File: src/nstf_pkg.sv
// ============================================================================
// NMEA sentence type filter package
// Shared types, character codes and the sentence prefix table.
// ============================================================================
package nstf_pkg;

    localparam int PREFIX_LEN = 5;

    localparam logic [7:0] C_CH_DOLLAR = 8'h24;
    localparam logic [7:0] C_CH_LF     = 8'h0A;
    localparam logic [7:0] C_CH_CR     = 8'h0D;

    typedef enum logic [2:0] {
        TYPE_GGA = 3'd0,
        TYPE_GLL = 3'd1,
        TYPE_GSA = 3'd2,
        TYPE_GSV = 3'd3,
        TYPE_RMC = 3'd4,
        TYPE_VTG = 3'd5,
        TYPE_MSS = 3'd6,
        TYPE_ZDA = 3'd7
    } t_sentence_type;

    typedef logic [PREFIX_LEN*8-1:0] t_prefix;

    typedef struct packed {
        logic [7:0] out_byte;
        logic       in_sentence;
        logic       line_end;
        logic       match;
        logic       found;
    } t_result;

    // The five characters after the dollar, first character in the top byte.
    function automatic t_prefix f_type_prefix(input t_sentence_type t);
        t_prefix p;
        unique case (t)
            TYPE_GGA: p = "GPGGA";
            TYPE_GLL: p = "GPGLL";
            TYPE_GSA: p = "GPGSA";
            TYPE_GSV: p = "GPGSV";
            TYPE_RMC: p = "GPRMC";
            TYPE_VTG: p = "GPVTG";
            TYPE_MSS: p = "GPMSS";
            TYPE_ZDA: p = "GPZDA";
            default:  p = "GPGGA";
        endcase
        return p;
    endfunction

endpackage

File: src/nstf_parser.sv
// ============================================================================
// NMEA sentence parser
// Holds the framing state and prefix characters, and computes the result
// word for the current input byte.
// ============================================================================
module nstf_parser (
    input  logic                    i_clk,
    input  logic                    i_rst_n,
    input  logic                    i_accept,
    input  logic [7:0]              i_rx_byte,
    input  logic                    i_restart,
    input  nstf_pkg::t_sentence_type i_wanted_type,
    output nstf_pkg::t_result       o_result
);
    import nstf_pkg::*;

    localparam int CNT_W = $clog2(PREFIX_LEN + 1);
    localparam int IDX_W = $clog2(PREFIX_LEN);

    logic             r_reading;
    logic             n_reading;
    logic [CNT_W-1:0] r_count;
    logic [CNT_W-1:0] n_count;
    logic             r_found;
    logic             n_found;
    logic [7:0]       r_prefix [PREFIX_LEN];

    logic             reading_e;
    logic [CNT_W-1:0] count_e;
    logic             found_e;
    logic             store_char;
    logic             full;
    logic             prefix_equal;
    t_prefix          held;

    always_comb begin
        for (int i = 0; i < PREFIX_LEN; i++) begin
            held[(PREFIX_LEN-1-i)*8 +: 8] = r_prefix[i];
        end
    end

    assign reading_e    = i_restart ? 1'b0 : r_reading;
    assign count_e      = i_restart ? '0 : r_count;
    assign found_e      = i_restart ? 1'b0 : r_found;
    assign full         = (count_e == CNT_W'(PREFIX_LEN));
    assign prefix_equal = (held == f_type_prefix(i_wanted_type));

    always_comb begin
        n_reading            = reading_e;
        n_count              = count_e;
        n_found              = found_e;
        store_char           = 1'b0;
        o_result.out_byte    = i_rx_byte;
        o_result.in_sentence = 1'b0;
        o_result.line_end    = 1'b0;
        o_result.match       = 1'b0;
        if (i_rx_byte == C_CH_DOLLAR) begin
            n_reading            = 1'b1;
            n_count              = '0;
            o_result.in_sentence = 1'b1;
        end else if (i_rx_byte == C_CH_LF || i_rx_byte == C_CH_CR) begin
            if (reading_e) begin
                o_result.line_end = 1'b1;
                o_result.match    = full && prefix_equal;
                n_found           = found_e || (full && prefix_equal);
                n_reading         = 1'b0;
            end
        end else if (reading_e) begin
            o_result.in_sentence = 1'b1;
            if (!full) begin
                store_char = 1'b1;
                n_count    = count_e + CNT_W'(1);
            end
        end
        o_result.found = n_found;
    end

    always_ff @(posedge i_clk) begin
        if (!i_rst_n) begin
            r_reading <= 1'b0;
            r_count   <= '0;
            r_found   <= 1'b0;
        end else if (i_accept) begin
            r_reading <= n_reading;
            r_count   <= n_count;
            r_found   <= n_found;
        end
    end

    always_ff @(posedge i_clk) begin
        if (i_accept && store_char) begin
            r_prefix[count_e[IDX_W-1:0]] <= i_rx_byte;
        end
    end

    a_count_range: assert property (@(posedge i_clk) disable iff (!i_rst_n)
        r_count <= CNT_W'(PREFIX_LEN))
        else $error("prefix count out of range");

    a_found_sticky: assert property (@(posedge i_clk) disable iff (!i_rst_n)
        $past(i_rst_n) && $past(r_found) && !$past(i_accept && i_restart) |-> r_found)
        else $error("found flag dropped without restart");

    a_match_full: assert property (@(posedge i_clk) disable iff (!i_rst_n)
        o_result.match |-> full && reading_e)
        else $error("match without a full prefix in a sentence");

endmodule

File: src/nmea_sentence_type_filter_top.sv
// ============================================================================
// NMEA sentence type filter
// Frames NMEA sentences from received bytes and flags sentences whose
// prefix equals the selected type.
// ============================================================================
//
//  Channel  Direction  Handshake                 Word
//  cfg      in         i_cfg_valid / o_cfg_ready i_cfg_wanted_type
//  in       in         i_in_valid / o_in_ready   i_rx_byte, i_restart
//  out      out        o_out_valid / i_out_ready o_out_byte .. o_found
//
// Each accepted byte's result is loaded into the output register on the
// next cycle; one byte is accepted every cycle unless the output stalls.
// The input is ready whenever the output register is empty or being taken.
// Synchronous reset clears the framing state, found flag and selected type.
// The configuration port is always ready.
module nmea_sentence_type_filter_top (
    input  logic       i_clk,
    input  logic       i_rst_n,
    input  logic       i_cfg_valid,
    output logic       o_cfg_ready,
    input  logic [2:0] i_cfg_wanted_type,
    input  logic       i_in_valid,
    output logic       o_in_ready,
    input  logic [7:0] i_rx_byte,
    input  logic       i_restart,
    output logic       o_out_valid,
    input  logic       i_out_ready,
    output logic [7:0] o_out_byte,
    output logic       o_in_sentence,
    output logic       o_line_end,
    output logic       o_match,
    output logic       o_found
);
    import nstf_pkg::*;

    t_sentence_type r_wanted_type;
    logic           r_out_valid;
    t_result        r_result;
    t_result        n_result;
    logic           in_accept;

    assign o_cfg_ready = 1'b1;
    assign o_in_ready  = !r_out_valid || i_out_ready;
    assign in_accept   = i_in_valid && o_in_ready;

    always_ff @(posedge i_clk) begin
        if (!i_rst_n) begin
            r_wanted_type <= TYPE_GGA;
        end else if (i_cfg_valid) begin
            r_wanted_type <= t_sentence_type'(i_cfg_wanted_type);
        end
    end

    nstf_parser u_parser (
        .i_clk         (i_clk),
        .i_rst_n       (i_rst_n),
        .i_accept      (in_accept),
        .i_rx_byte     (i_rx_byte),
        .i_restart     (i_restart),
        .i_wanted_type (r_wanted_type),
        .o_result      (n_result)
    );

    always_ff @(posedge i_clk) begin
        if (!i_rst_n) begin
            r_out_valid <= 1'b0;
        end else if (o_in_ready) begin
            r_out_valid <= i_in_valid;
        end
    end

    always_ff @(posedge i_clk) begin
        if (in_accept) begin
            r_result <= n_result;
        end
    end

    assign o_out_valid   = r_out_valid;
    assign o_out_byte    = r_result.out_byte;
    assign o_in_sentence = r_result.in_sentence;
    assign o_line_end    = r_result.line_end;
    assign o_match       = r_result.match;
    assign o_found       = r_result.found;

    a_match_end: assert property (@(posedge i_clk) disable iff (!i_rst_n)
        o_out_valid && o_match |-> o_line_end && o_found)
        else $error("match outside a line end or without found");

    a_end_not_member: assert property (@(posedge i_clk) disable iff (!i_rst_n)
        o_out_valid && o_line_end |-> !o_in_sentence)
        else $error("line end marked as sentence member");

    a_result_loaded: assert property (@(posedge i_clk) disable iff (!i_rst_n)
        in_accept |=> o_out_valid && o_out_byte == $past(i_rx_byte))
        else $error("accepted byte not presented");

endmodule
File: config.mk
export PLATFORM = sky130hd
export DESIGN_NAME = nmea_sentence_type_filter_top
export DESIGN_NICKNAME = d
export VERILOG_FILES = /design/src/nstf_pkg.sv /design/src/nstf_parser.sv /design/src/nmea_sentence_type_filter_top.sv
export SDC_FILE = /design/constraint.sdc
export NUM_CORES = 1
export LEC_CHECK = 0
export BUFFER_PORTS_ARGS = -buffer_cell sky130_fd_sc_hd__buf_2
export CELL_PAD_IN_SITES_DETAIL_PLACEMENT = 1
export CELL_PAD_IN_SITES_GLOBAL_PLACEMENT = 2
export CORE_MARGIN = 5
export CORE_UTILIZATION = 43
export CTS_CLUSTER_SIZE = 25
export DETAILED_ROUTE_END_ITERATION = 10
export GPL_ROUTABILITY_DRIVEN = 1
export GPL_TIMING_DRIVEN = 0
export HOLD_SLACK_MARGIN = 0.08
export PLACE_DENSITY = 0.86
export SETUP_SLACK_MARGIN = 0.4
export SLEW_MARGIN = 30
export SYNTH_ARGS = -nofsm -noshare
export SYNTH_HDL_FRONTEND = slang
export SYNTH_SLANG_ARGS = --single-unit
export TNS_END_PERCENT = 100
File: constraint.sdc
create_clock -name i_clk -period 5.05 [get_ports i_clk]
set_clock_uncertainty 0.1 [all_clocks]
set_input_delay 1.515 -clock i_clk [delete_from_list [all_inputs] [get_ports i_clk]]
set_output_delay 1.515 -clock i_clk [all_outputs]
set_load 0.03 [all_outputs]
==> metrics.md, run 1 <==
| Metric | Value |
|---|---|
| Status | `complete, no violations` |
| Final net count | `273` |
| Setup ws final | `~1.3 ns` |
| 1st-iter DRT viols | `78` |
| Req. time, crit path | `4.91 ns` |
| Vias/cell | `5.18` |
| Post-synthesis cell count | `204` |
| CTS buffer count | `9` |
| Synth area leaders | `edfxtp_1 (54%), dfxtp_1 (17%), xnor2_1 (4.5%)` |
| RSZ-0062 raised after global routing | `no` |
| N_diodes | `0` |
| Syn_nets | `230` |
| Most common cell in the netlist | `edfxtp_1` |
| First-pass GRT wire length | `9580 µm` |
| Worst-margin pin slew | `0.893 ns` |
| Detailed-route via count | `roughly 1,700` |
| Pins Over Slew Limit | `0` |
| Ys async rst share | `0` |
| Setup WS pre-CTS | `0.956 ns` |
| Setup TNS | `0 ns` |
| Htree depth | `3` |
| Area Overhead vs Synth | `17.4%` |
| Dpl cell area | `3200 µm²` |
| Clk sinks | `76` |
| Final Hold Viols | `0` |
| Post-synth cell types | `42` |
| Register area share after synthesis | `0.703` |
| Crit end category | `register` |
| Grt ovf | `0` |
| Die H | `between 90 and 100 µm` |
| Max Cap Viol | `0` |
| DRT antenna net count | `0` |
| Post_cts resized | `0` |
| Vias in the first global route | `1,844` |
| Syn avg cell area | `14.2 µm²` |
| Power Total | `1.26 mW` |
| # IOs | `32` |
| Core Util, Final | `0.510` |
| Clock latency on the worst-skew pair | `0.33 ns` |
| Fillers | `approximately 710` |
| Die ar. | `between 8000 and 9000 µm²` |
| Largest net degree at the start of global routing | `22` |
| Netlist Area Pre-Place | `2910 µm²` |
| Setup Buffers After CTS | `0` |
| Fmax | `approximately 0.27 GHz` |
| Yosys warns | `0` |
| Final wirelength | `5770 µm` |
| Min Clock Period, post-route | `approximately 3.7 ns` |
| Initial Util | `0.435` |
| Post-detail-place hpwl | `about 4200 µm` |
| Chip width | `92.2 µm` |
| Crit start category | `input port` |
| Share of layout cells above drive strength 1 | `0.258` |
| Hold Path Class | `reg -> reg` |
| DR DRC count | `0` |
| DRT Pass-1 Iters | `4` |
| Worst-path fanout max | `10` |
| Main synth FF type | `edfxtp_1` |
| Pwr Density | `369 nW/µm²` |
| Port Buffers | `29` |
| Root Driver | `clkbuf_8` |
| Post-synth top area share | `0.537` |
| FP Rows | `30` |
| Clock Pin Slew Worst Setup and Hold Paths | `0.08 ns` |
| CTS max path bufs | `2` |
| Slew margin rel. | `0.400` |
| Initial antenna violation count | `0` |
| CTS tree | `built` |
| RD Place Congestion | `0.744` |
| # hold bufs at CTS | `0` |
| Core Area | `6680 µm²` |
| Total of flip-flops plus latches after synthesis | `76` |
| GRT Total Usage | `0.147` |
| Leading area contributor after synthesis | `edfxtp_1` |
| Top cell types by occurrence after synthesis | `edfxtp_1 (52), dfxtp_1 (24), xnor2_1 (15), nand2_1 (14), inv_1 (12)` |
| Final period util | `0.733` |
| Number of flops mapped to enable cells by yosys | `52` |
| CP Data Arrival Time | `about 3.6 ns` |
| Maximum vdd drop | `0.000163 V` |
| Final setup viols | `0` |
| Post-route cell area | `3410 µm²` |
| Drt wl/cell | `between 15 and 20 µm` |
| Kind of critical path | `in -> reg` |
| Leak | `1.27 nW` |
[worst max-delay path: stages]
cell and delay, ns:
clkbuf_1 0.20, nor2b_1 0.21, inv_1 0.12, ha_1 0.22, nand3b_1 0.14, and3_4 0.24
nand3_2 0.18, nor4_2 0.73
[worst paths after layout]
path / start / end / slack [ns] / cells past startpoint
worst min-delay path: u_parser.r_found / u_parser.r_found / 0.38 / 2
worst max register to register: u_parser.r_count[1] / u_parser.r_prefix[4][7] / 2.39 / 7
worst max-delay path: i_restart / u_parser.r_prefix[4][7] / 1.35 / 8
worst min register to register: u_parser.r_found / u_parser.r_found / 0.38 / 2
[placed cells by master (no fill, tap or decap), types with 2 or more instances in the layout]
| cell | instances |
|---|---|
| xnor2_1 | 15 |
| a21oi_1 | 2 |
| ha_1 | 9 |
| nand2b_1 | 3 |
| edfxtp_1 | 52 |
| or3_1 | 2 |
| nor2b_1 | 3 |
| nor4_2 | 4 |
| clkinv_2 | 3 |
| dfxtp_1 | 24 |
| nor3_2 | 2 |
| buf_2 | 34 |
| nand4_1 | 6 |
| and2_1 | 2 |
| nor4_1 | 2 |
| nor2_1 | 8 |
| a32o_1 | 2 |
| clkbuf_8 | 9 |
| nand2_1 | 14 |
| nor4b_1 | 4 |
| nand3_1 | 5 |
| o21ai_0 | 7 |
| bufinv_16 | 2 |
| inv_1 | 12 |
| mux2i_1 | 2 |
| nand3b_1 | 2 |
[metrics by stage]
stage | cells | hold WS (ns)
6_report | 332 | 0.379
5_1_grt | 332 | 0.401
4_1_cts | 332 | 0.380
3_5_place_dp | 316 | 0.367
3_3_place_gp | 313 | 0.362
2_1_floorplan | 204 | 0.343
[per-layer routing]
| metal | routed length [µm] | track usage |
|---|---|---|
| met4 | 104 | 0.0594 |
| met5 | 0 | 0 |
| met3 | 95 | 0.0230 |
| met1 | 2620 | 0.187 |
| met2 | 2950 | 0.251 |
[cell type report]
class                   instances  area, µm²  area share
flip-flops and latches         76       2040       0.599
multi-input cells             111        823       0.241
repair buffers                 32        160      0.0470
clock buffers                   9        124      0.0363
well taps                      80        100      0.0293
clock inverters                 7       91.3      0.0268
inverters                      13       48.8      0.0143
plain buffers                   4       21.3     0.00624
[report_power, final]
group	internal [mW]	total, mW	switching (mW)
Sequential	0.681	0.688	0.00638
Clock	0.276	0.493	0.216
Combinational	0.0255	0.0787	0.0532
[kinds of logic (layout without fill, tap and decap cells)]
group | after synthesis | in the layout | share of synthesized area
flops | 76 | 76 | 0.703
simple gates | 65 | 65 | 0.131
compound gates | 18 | 18 | 0.0457
buf+inv | 17 | 65 | 0.0241
xor+xnor | 15 | 15 | 0.0452
fa+ha+maj | 9 | 9 | 0.0388
mux | 3 | 3 | 0.0108
other cells | 1 | 1 | 0.00129
No activity file was read; power rests on OpenSTA's default activity.
==> run 2, diff against run 1 <==
--- a/config.mk
+++ b/config.mk
@@ -9,13 +9,13 @@
 export CELL_PAD_IN_SITES_DETAIL_PLACEMENT = 1
 export CELL_PAD_IN_SITES_GLOBAL_PLACEMENT = 2
 export CORE_MARGIN = 5
-export CORE_UTILIZATION = 43
+export CORE_UTILIZATION = 40
 export CTS_CLUSTER_SIZE = 25
 export DETAILED_ROUTE_END_ITERATION = 10
 export GPL_ROUTABILITY_DRIVEN = 1
 export GPL_TIMING_DRIVEN = 0
 export HOLD_SLACK_MARGIN = 0.08
-export PLACE_DENSITY = 0.86
+export PLACE_DENSITY = 0.81
 export SETUP_SLACK_MARGIN = 0.4
 export SLEW_MARGIN = 30
 export SYNTH_ARGS = -nofsm -noshare
==> constraint.sdc (replaced) <==
create_clock -name i_clk -period 3.6 [get_ports i_clk]
set_clock_uncertainty 0.1 [all_clocks]
set_input_delay 1.08 -clock i_clk [delete_from_list [all_inputs] [get_ports i_clk]]
set_output_delay 1.08 -clock i_clk [all_outputs]
set_load 0.03 [all_outputs]
==> metrics.md, run 2 (synthesized netlist as in run 1, its figures left out) <==
| Metric | Value |
|---|---|
| Status | `complete, no violations` |
| Fillers | `734 (+3.2%)` |
| Port Buffers | `29 (unchanged)` |
| Clock Pin Slew Worst Setup and Hold Paths | `0.07 ns (about the same)` |
| 1st-iter DRT viols | `97 (+24%)` |
| Initial Util | `0.405 (-0.0299)` |
| DR DRC count | `0 (unchanged)` |
| Hold Path Depth | `2 (unchanged)` |
| Maximum vdd drop | `0.000202 V (+24%)` |
| Final wirelength | `5950 µm (+3.2%)` |
| Internal reg-to-reg setup slack | `1.06 ns (-1.33 ns)` |
| Detailed-route via count | `1,747 (+1.6%)` |
| Die H | `95.2 µm (+3.3%)` |
| Multi-input gate area | `875 µm² (+6.2%)` |
| Cells after DPL | `335 (+6.0%)` |
| Max Cap Viol | `0 (unchanged)` |
| Crit start category | `input port` |
| Largest net degree at the start of global routing | `22 (unchanged)` |
| Most common cell after layout, fill and taps aside | `edfxtp_1` |
| Hold EP | `u_parser.r_found` |
| Core Util, Final | `0.492 (-0.0182)` |
| N_diodes | `0 (unchanged)` |
| CP Data Arrival Time | `2.99 ns (-0.58 ns)` |
| # hold bufs at CTS | `0 (unchanged)` |
| CTS max path bufs | `2 (unchanged)` |
| Root Driver | `clkbuf_8` |
| Area Overhead vs Synth | `21.6%` |
| Worst-case reg-to-reg path depth | `8 (+1)` |
| Min Clock Period, post-route | `3.04 ns` |
| Leak | `1.30 nW (+2.5%)` |
| Critical-path cell list | `clkbuf_2, nor2b_2, inv_1, ha_1, nand3b_1, and3_4, nand3_4, nor4_4, buf_2` |
| Share of layout cells above drive strength 1 | `0.280 (+0.0222)` |
| Pins Over Slew Limit | `0 (unchanged)` |
| Final net count | `278 (+1.8%)` |
| Vias/cell | `4.91 (-5.3%)` |
| Final std cells w/o fill | `356 (+7.2%)` |
| RR Endpoint | `u_parser.r_prefix[2][4]` |
| Crit end category | `register` |
| Worst-path fanout max | `10 (unchanged)` |
| Fmax | `0.329 GHz` |
| Htree depth | `3 (unchanged)` |
| Chip width | `95.2 µm (+3.3%)` |
| Critical R2R Launch | `u_parser.r_count[0]` |
| Drt wl/cell | `16.7 µm (-3.8%)` |
| Seq. cell area | `2040 µm² (unchanged)` |
| DRT Pass-1 Iters | `4 (unchanged)` |
| RSZ-0062 raised after global routing | `no` |
| Req. time, crit path | `3.55 ns (-1.36 ns)` |
| Commonest non-fill, non-tap cells in the layout | `edfxtp_1 (52), buf_2 (34), dfxtp_1 (24), xnor2_1 (15), nand2_1 (14)` |
| Slowest CP cell | `nor4_4` |
| Setup ws final | `0.558 ns (-0.789 ns)` |
| Core Area | `7180 µm² (+7.4%)` |
| Worst hold start | `u_parser.r_found` |
| First-pass GRT wire length | `9270 µm (-3.2%)` |
| GRT Total Usage | `0.142 (-0.00550)` |
| Final period util | `0.845` |
| Grt ovf | `0 (unchanged)` |
| Final setup viols | `0 (unchanged)` |
| CTS buffer count | `9 (unchanged)` |
| Clock latency on the worst-skew pair | `0.34 ns (about the same)` |
| Final Hold Viols | `0 (unchanged)` |
| Hold Path Class | `reg -> reg` |
| Kind of critical path | `in -> reg` |
| DRT antenna net count | `0 (unchanged)` |
| FP Rows | `31 (+3.3%)` |
| # IOs | `32 (unchanged)` |
| Initial antenna violation count | `0 (unchanged)` |
| Setup WS pre-CTS | `-0.149 ns (-1.11 ns)` |
| Die ar. | `9070 µm² (+6.7%)` |
| Post-detail-place hpwl | `4130 µm (-2.3%)` |
| Slowest cell delay on critical path | `0.32 ns (-0.41 ns)` |
| Vias in the first global route | `1,724 (-6.5%)` |
| Pwr Density | `505 nW/µm² (+37%)` |
| Clk sinks | `76 (unchanged)` |
| RD Place Congestion | `0.683 (-8.2%)` |
| CTS tree | `built` |
run 2: cell count changes in the layout (fill, tap and decap cells not counted), sizes merged:
cell,change
clkinv,-2
buf,+5
inv,+2
run 2: cell type report:
cell class / instances / area share
Buffer: 4 / 0.00638
Clock buffer: 9 / 0.0351
Clock inverter: 7 / 0.0280
Inverter: 13 / 0.0138
Multi-Input combinational cell: 111 / 0.248
Sequential cell: 76 / 0.578
Tap cell: 99 / 0.0351
Timing Repair Buffer: 37 / 0.0560
run 2: worst max-delay path: cells and delay by family:
kind	cells	cell delay (ns)
buffers and inverters	3	0.58
AND/OR/NAND/NOR	5	1.06
adder cells (fa/ha/maj)	1	0.24
run 2: report_power, final:
part	internal (mW)	switching (mW)
logic	0.0364	0.0768
clock network	0.395	0.313
registers	0.956	0.00884
total	1.39	0.399
run 2: what timing repair did:
action,in CTS,in global routing
pin swaps,0,3
endpoints found under the setup margin,13,35
hold endpoints to repair,0,0
gates resized for setup,1,8
setup buffers,0,5
run 2: through the flow:
step           total power, mW  TNS, ns  hold slack (ns)  instance area (µm²)
2_1_floorplan             1.05        0            0.343                 2910
3_3_place_gp              1.09   -12.95            0.363                 3180
3_5_place_dp              1.10    -1.19            0.382                 3220
4_1_cts                   1.81        0            0.393                 3450
5_1_grt                   1.86        0            0.421                 3530
6_report                  1.79        0            0.382                 3530
run 2: worst max-delay path by stage:
stage | from | end | slack, ns | cells after the start
detailed placement | i_restart | u_parser.r_prefix[1][5] | -0.15 | 8
floorplan | i_restart | u_parser.r_prefix[2][0] | 0.13 | 8
global placement | i_restart | u_parser.r_prefix[2][7] | -0.50 | 8
finish | i_restart | u_parser.r_prefix[2][4] | 0.56 | 9
global route | i_restart | u_parser.r_prefix[2][1] | 0.43 | 9
CTS | i_restart | u_parser.r_prefix[3][1] | 0.35 | 9
run 2: routing by layer:
metal	routed length (µm)	vias up	track usage	share of wire
met2	3020	30	0.212	0.51
li1	-	843	-	-
met1	2620	865	0.193	0.44
met5	0	-	0	0
met3	197	9	0.0245	0.033
met4	123	0	0.0829	0.021
==> run 3, diff against run 2 <==
--- a/config.mk
+++ b/config.mk
@@ -9,13 +9,13 @@
 export CELL_PAD_IN_SITES_DETAIL_PLACEMENT = 1
 export CELL_PAD_IN_SITES_GLOBAL_PLACEMENT = 2
 export CORE_MARGIN = 5
-export CORE_UTILIZATION = 40
+export CORE_UTILIZATION = 36
 export CTS_CLUSTER_SIZE = 25
 export DETAILED_ROUTE_END_ITERATION = 10
 export GPL_ROUTABILITY_DRIVEN = 1
 export GPL_TIMING_DRIVEN = 0
 export HOLD_SLACK_MARGIN = 0.08
-export PLACE_DENSITY = 0.81
+export PLACE_DENSITY = 0.77
 export SETUP_SLACK_MARGIN = 0.4
 export SLEW_MARGIN = 30
 export SYNTH_ARGS = -nofsm -noshare
==> constraint.sdc (replaced) <==
create_clock -name i_clk -period 2.66 [get_ports i_clk]
set_clock_uncertainty 0.1 [all_clocks]
set_input_delay 0.798 -clock i_clk [delete_from_list [all_inputs] [get_ports i_clk]]
set_output_delay 0.798 -clock i_clk [all_outputs]
set_load 0.03 [all_outputs]
==> metrics.md, run 3 (synthesized netlist as in run 1, its figures left out) <==
| Metric | Value |
|---|---|
| Status | `complete, no violations` |
| GR Util met2 | `0.202 (-0.0106)` |
| Crit start category | `input port` |
| Most common cell after layout, fill and taps aside | `edfxtp_1` |
| CTS buffer count | `9 (unchanged)` |
| Vias in the first global route | `1,896 (+10%)` |
| Dpl cell area | `3300 µm² (+2.6%)` |
| N_diodes | `0 (unchanged)` |
| First-pass GRT wire length | `9700 µm (+4.6%)` |
| Critical-path cell list | `clkbuf_16, nor2b_4, inv_4, ha_4, nand3b_1, and3_4, nand3_4, nor4_4, buf_6` |
| Internal reg-to-reg setup slack | `0.52 ns (-0.54 ns)` |
| CP Depth | `9 (unchanged)` |
| Worst-case reg-to-reg path depth | `8 (unchanged)` |
| DR DRC count | `0 (unchanged)` |
| Core Util, Final | `0.470 (-0.0220)` |
| Setup ws final | `0.410 ns (-0.148 ns)` |
| Port Buffers | `29 (unchanged)` |
| Met3 Track Usage GR | `0.0375 (+0.0131)` |
| Worst hold slack | `0.377 ns (-0.00497 ns)` |
| Drt wl/cell | `16.5 µm (-1.5%)` |
| CTS max path bufs | `2 (unchanged)` |
| Post-route cell area | `3670 µm² (+3.9%)` |
| Htree depth | `3 (unchanged)` |
| RR Endpoint | `u_parser.r_prefix[3][5]` |
| Final period util | `0.846` |
| Detailed-route via count | `1,786 (+2.2%)` |
| Hold Path Class | `reg -> reg` |
| Final std cells w/o fill | `369 (+3.7%)` |
| 1st-iter DRT viols | `140 (+44%)` |
| Vias/cell | `4.84 (-1.4%)` |
| Grt ovf | `0 (unchanged)` |
| Cells after DPL | `335 (unchanged)` |
| Final wirelength | `6080 µm (+2.1%)` |
| Core Area | `7810 µm² (+8.8%)` |
| Req. time, crit path | `2.61 ns (-0.94 ns)` |
| Slowest cell delay on critical path | `0.27 ns (-0.05 ns)` |
| Share of layout cells above drive strength 1 | `0.326 (+0.0457)` |
| GRT Total Usage | `0.131 (-0.0111)` |
| Commonest non-fill, non-tap cells in the layout | `edfxtp_1 (52), buf_2 (27), dfxtp_1 (23), buf_4 (16), xnor2_1 (15)` |
| Kind of critical path | `in -> reg` |
| Fillers | `816 (+11%)` |
| Pins Over Slew Limit | `0 (unchanged)` |
| Clock Pin Slew Worst Setup and Hold Paths | `0.07 ns (about the same)` |
| Setup WS pre-CTS | `-0.260 ns (-0.111 ns)` |
| Gr busiest metal | `met2` |
| Initial antenna violation count | `0 (unchanged)` |
| Slowest CP cell | `nor4_4` |
| Chip width | `99.8 µm (+4.8%)` |
| Min Clock Period, post-route | `2.25 ns` |
| CTS tree | `built` |
| Max Cap Viol | `0 (unchanged)` |
| CP delay by family, top | `simple AND/OR/NAND/NOR gates` |
| Clock latency on the worst-skew pair | `0.34 ns (about the same)` |
| Critical R2R Launch | `u_parser.r_count[1]` |
| RSZ-0062 raised after global routing | `yes` |
| CP Data Arrival Time | `2.20 ns (-0.79 ns)` |
| Largest net degree at the start of global routing | `22 (unchanged)` |
| FP Rows | `32 (+3.2%)` |
| # hold bufs at CTS | `0 (unchanged)` |
| Post-detail-place hpwl | `4140 µm (+0.18%)` |
| Die H | `99.8 µm (+4.8%)` |
| Die ar. | `9970 µm² (+9.9%)` |
| Clk sinks | `76 (unchanged)` |
| Root Driver | `clkbuf_8` |
| RD Place Congestion | `0.714 (+4.5%)` |
| Final setup viols | `0 (unchanged)` |
| Leak | `1.34 nW (+3.6%)` |
| Initial Util | `0.372 (-0.0328)` |
| Area Overhead vs Synth | `26.4%` |
| Final Hold Viols | `0 (unchanged)` |
| CP startpoint | `i_restart` |
| Maximum vdd drop | `0.000238 V (+18%)` |
| Crit end category | `register` |
| Final net count | `288 (+3.6%)` |
| Setup crit end | `u_parser.r_prefix[3][5]` |
| Worst-path fanout max | `8 (-2)` |
| DRT Pass-1 Iters | `4 (unchanged)` |
| Grt met1 use | `0.172 (-0.0211)` |
| # IOs | `32 (unchanged)` |
| Fmax | `0.444 GHz` |
| Power Total | `2.19 mW (+23%)` |
| DRT antenna net count | `0 (unchanged)` |
| Setup TNS | `0 ns (unchanged)` |
| Pwr Density | `597 nW/µm² (+18%)` |
| Buf/Inv on CP | `3 (unchanged)` |
-- run 3: worst min-delay path by stage --
stage	from	endpoint	slack (ns)	cells after the start
after floorplan	u_parser.r_found	u_parser.r_found	0.34	2
after global placement	u_parser.r_found	u_parser.r_found	0.36	2
after detailed placement	u_parser.r_found	u_parser.r_found	0.37	2
after CTS	u_parser.r_found	u_parser.r_found	0.38	2
after global routing	u_parser.r_found	u_parser.r_found	0.41	2
final	u_parser.r_found	u_parser.r_found	0.38	2
-- run 3: worst register-to-register path, cell delays in order, from the launching register on --
cell,delay [ns]
dfxtp_1,0.40
nor2b_4,0.20
inv_4,0.05
ha_4,0.15
nand3b_1,0.11
and3_4,0.21
nand3_4,0.16
nor4_4,0.27
buf_6,0.18
-- run 3: power breakdown --
part	internal [mW]	switching (mW)	leakage, nW
Sequential	1.29	0.0130	0.675
Combinational	0.0627	0.106	0.586
Clock	0.329	0.387	0.0832
-- run 3: layout make-up --
class | instances | area, µm² | share of cell area
Tap cell | 102 | 128 | 0.0348
Multi-Input combinational cell | 111 | 913 | 0.249
Sequential cell | 76 | 2040 | 0.557
Buffer | 4 | 45.0 | 0.0123
Clock inverter | 6 | 31.3 | 0.00852
Timing Repair Buffer | 47 | 332 | 0.0903
Clock buffer | 10 | 128 | 0.0348
Inverter | 13 | 51.3 | 0.0140
-- run 3: repair_timing --
| item | CTS | global route |
|---|---|---|
| hold endpoints to repair | 0 | 0 |
| buffers inserted | 12 | 6 |
| pin swaps | 6 | 6 |
| endpoints found under the setup margin | 46 | 44 |
| gates resized for setup | 11 | 4 |
-- run 3: layer usage --
metal / part of all wire / wire length [µm]
met5: 0 / 0
met4: 0.012 / 72
met3: 0.033 / 203
met2: 0.50 / 3040
met1: 0.45 / 2760
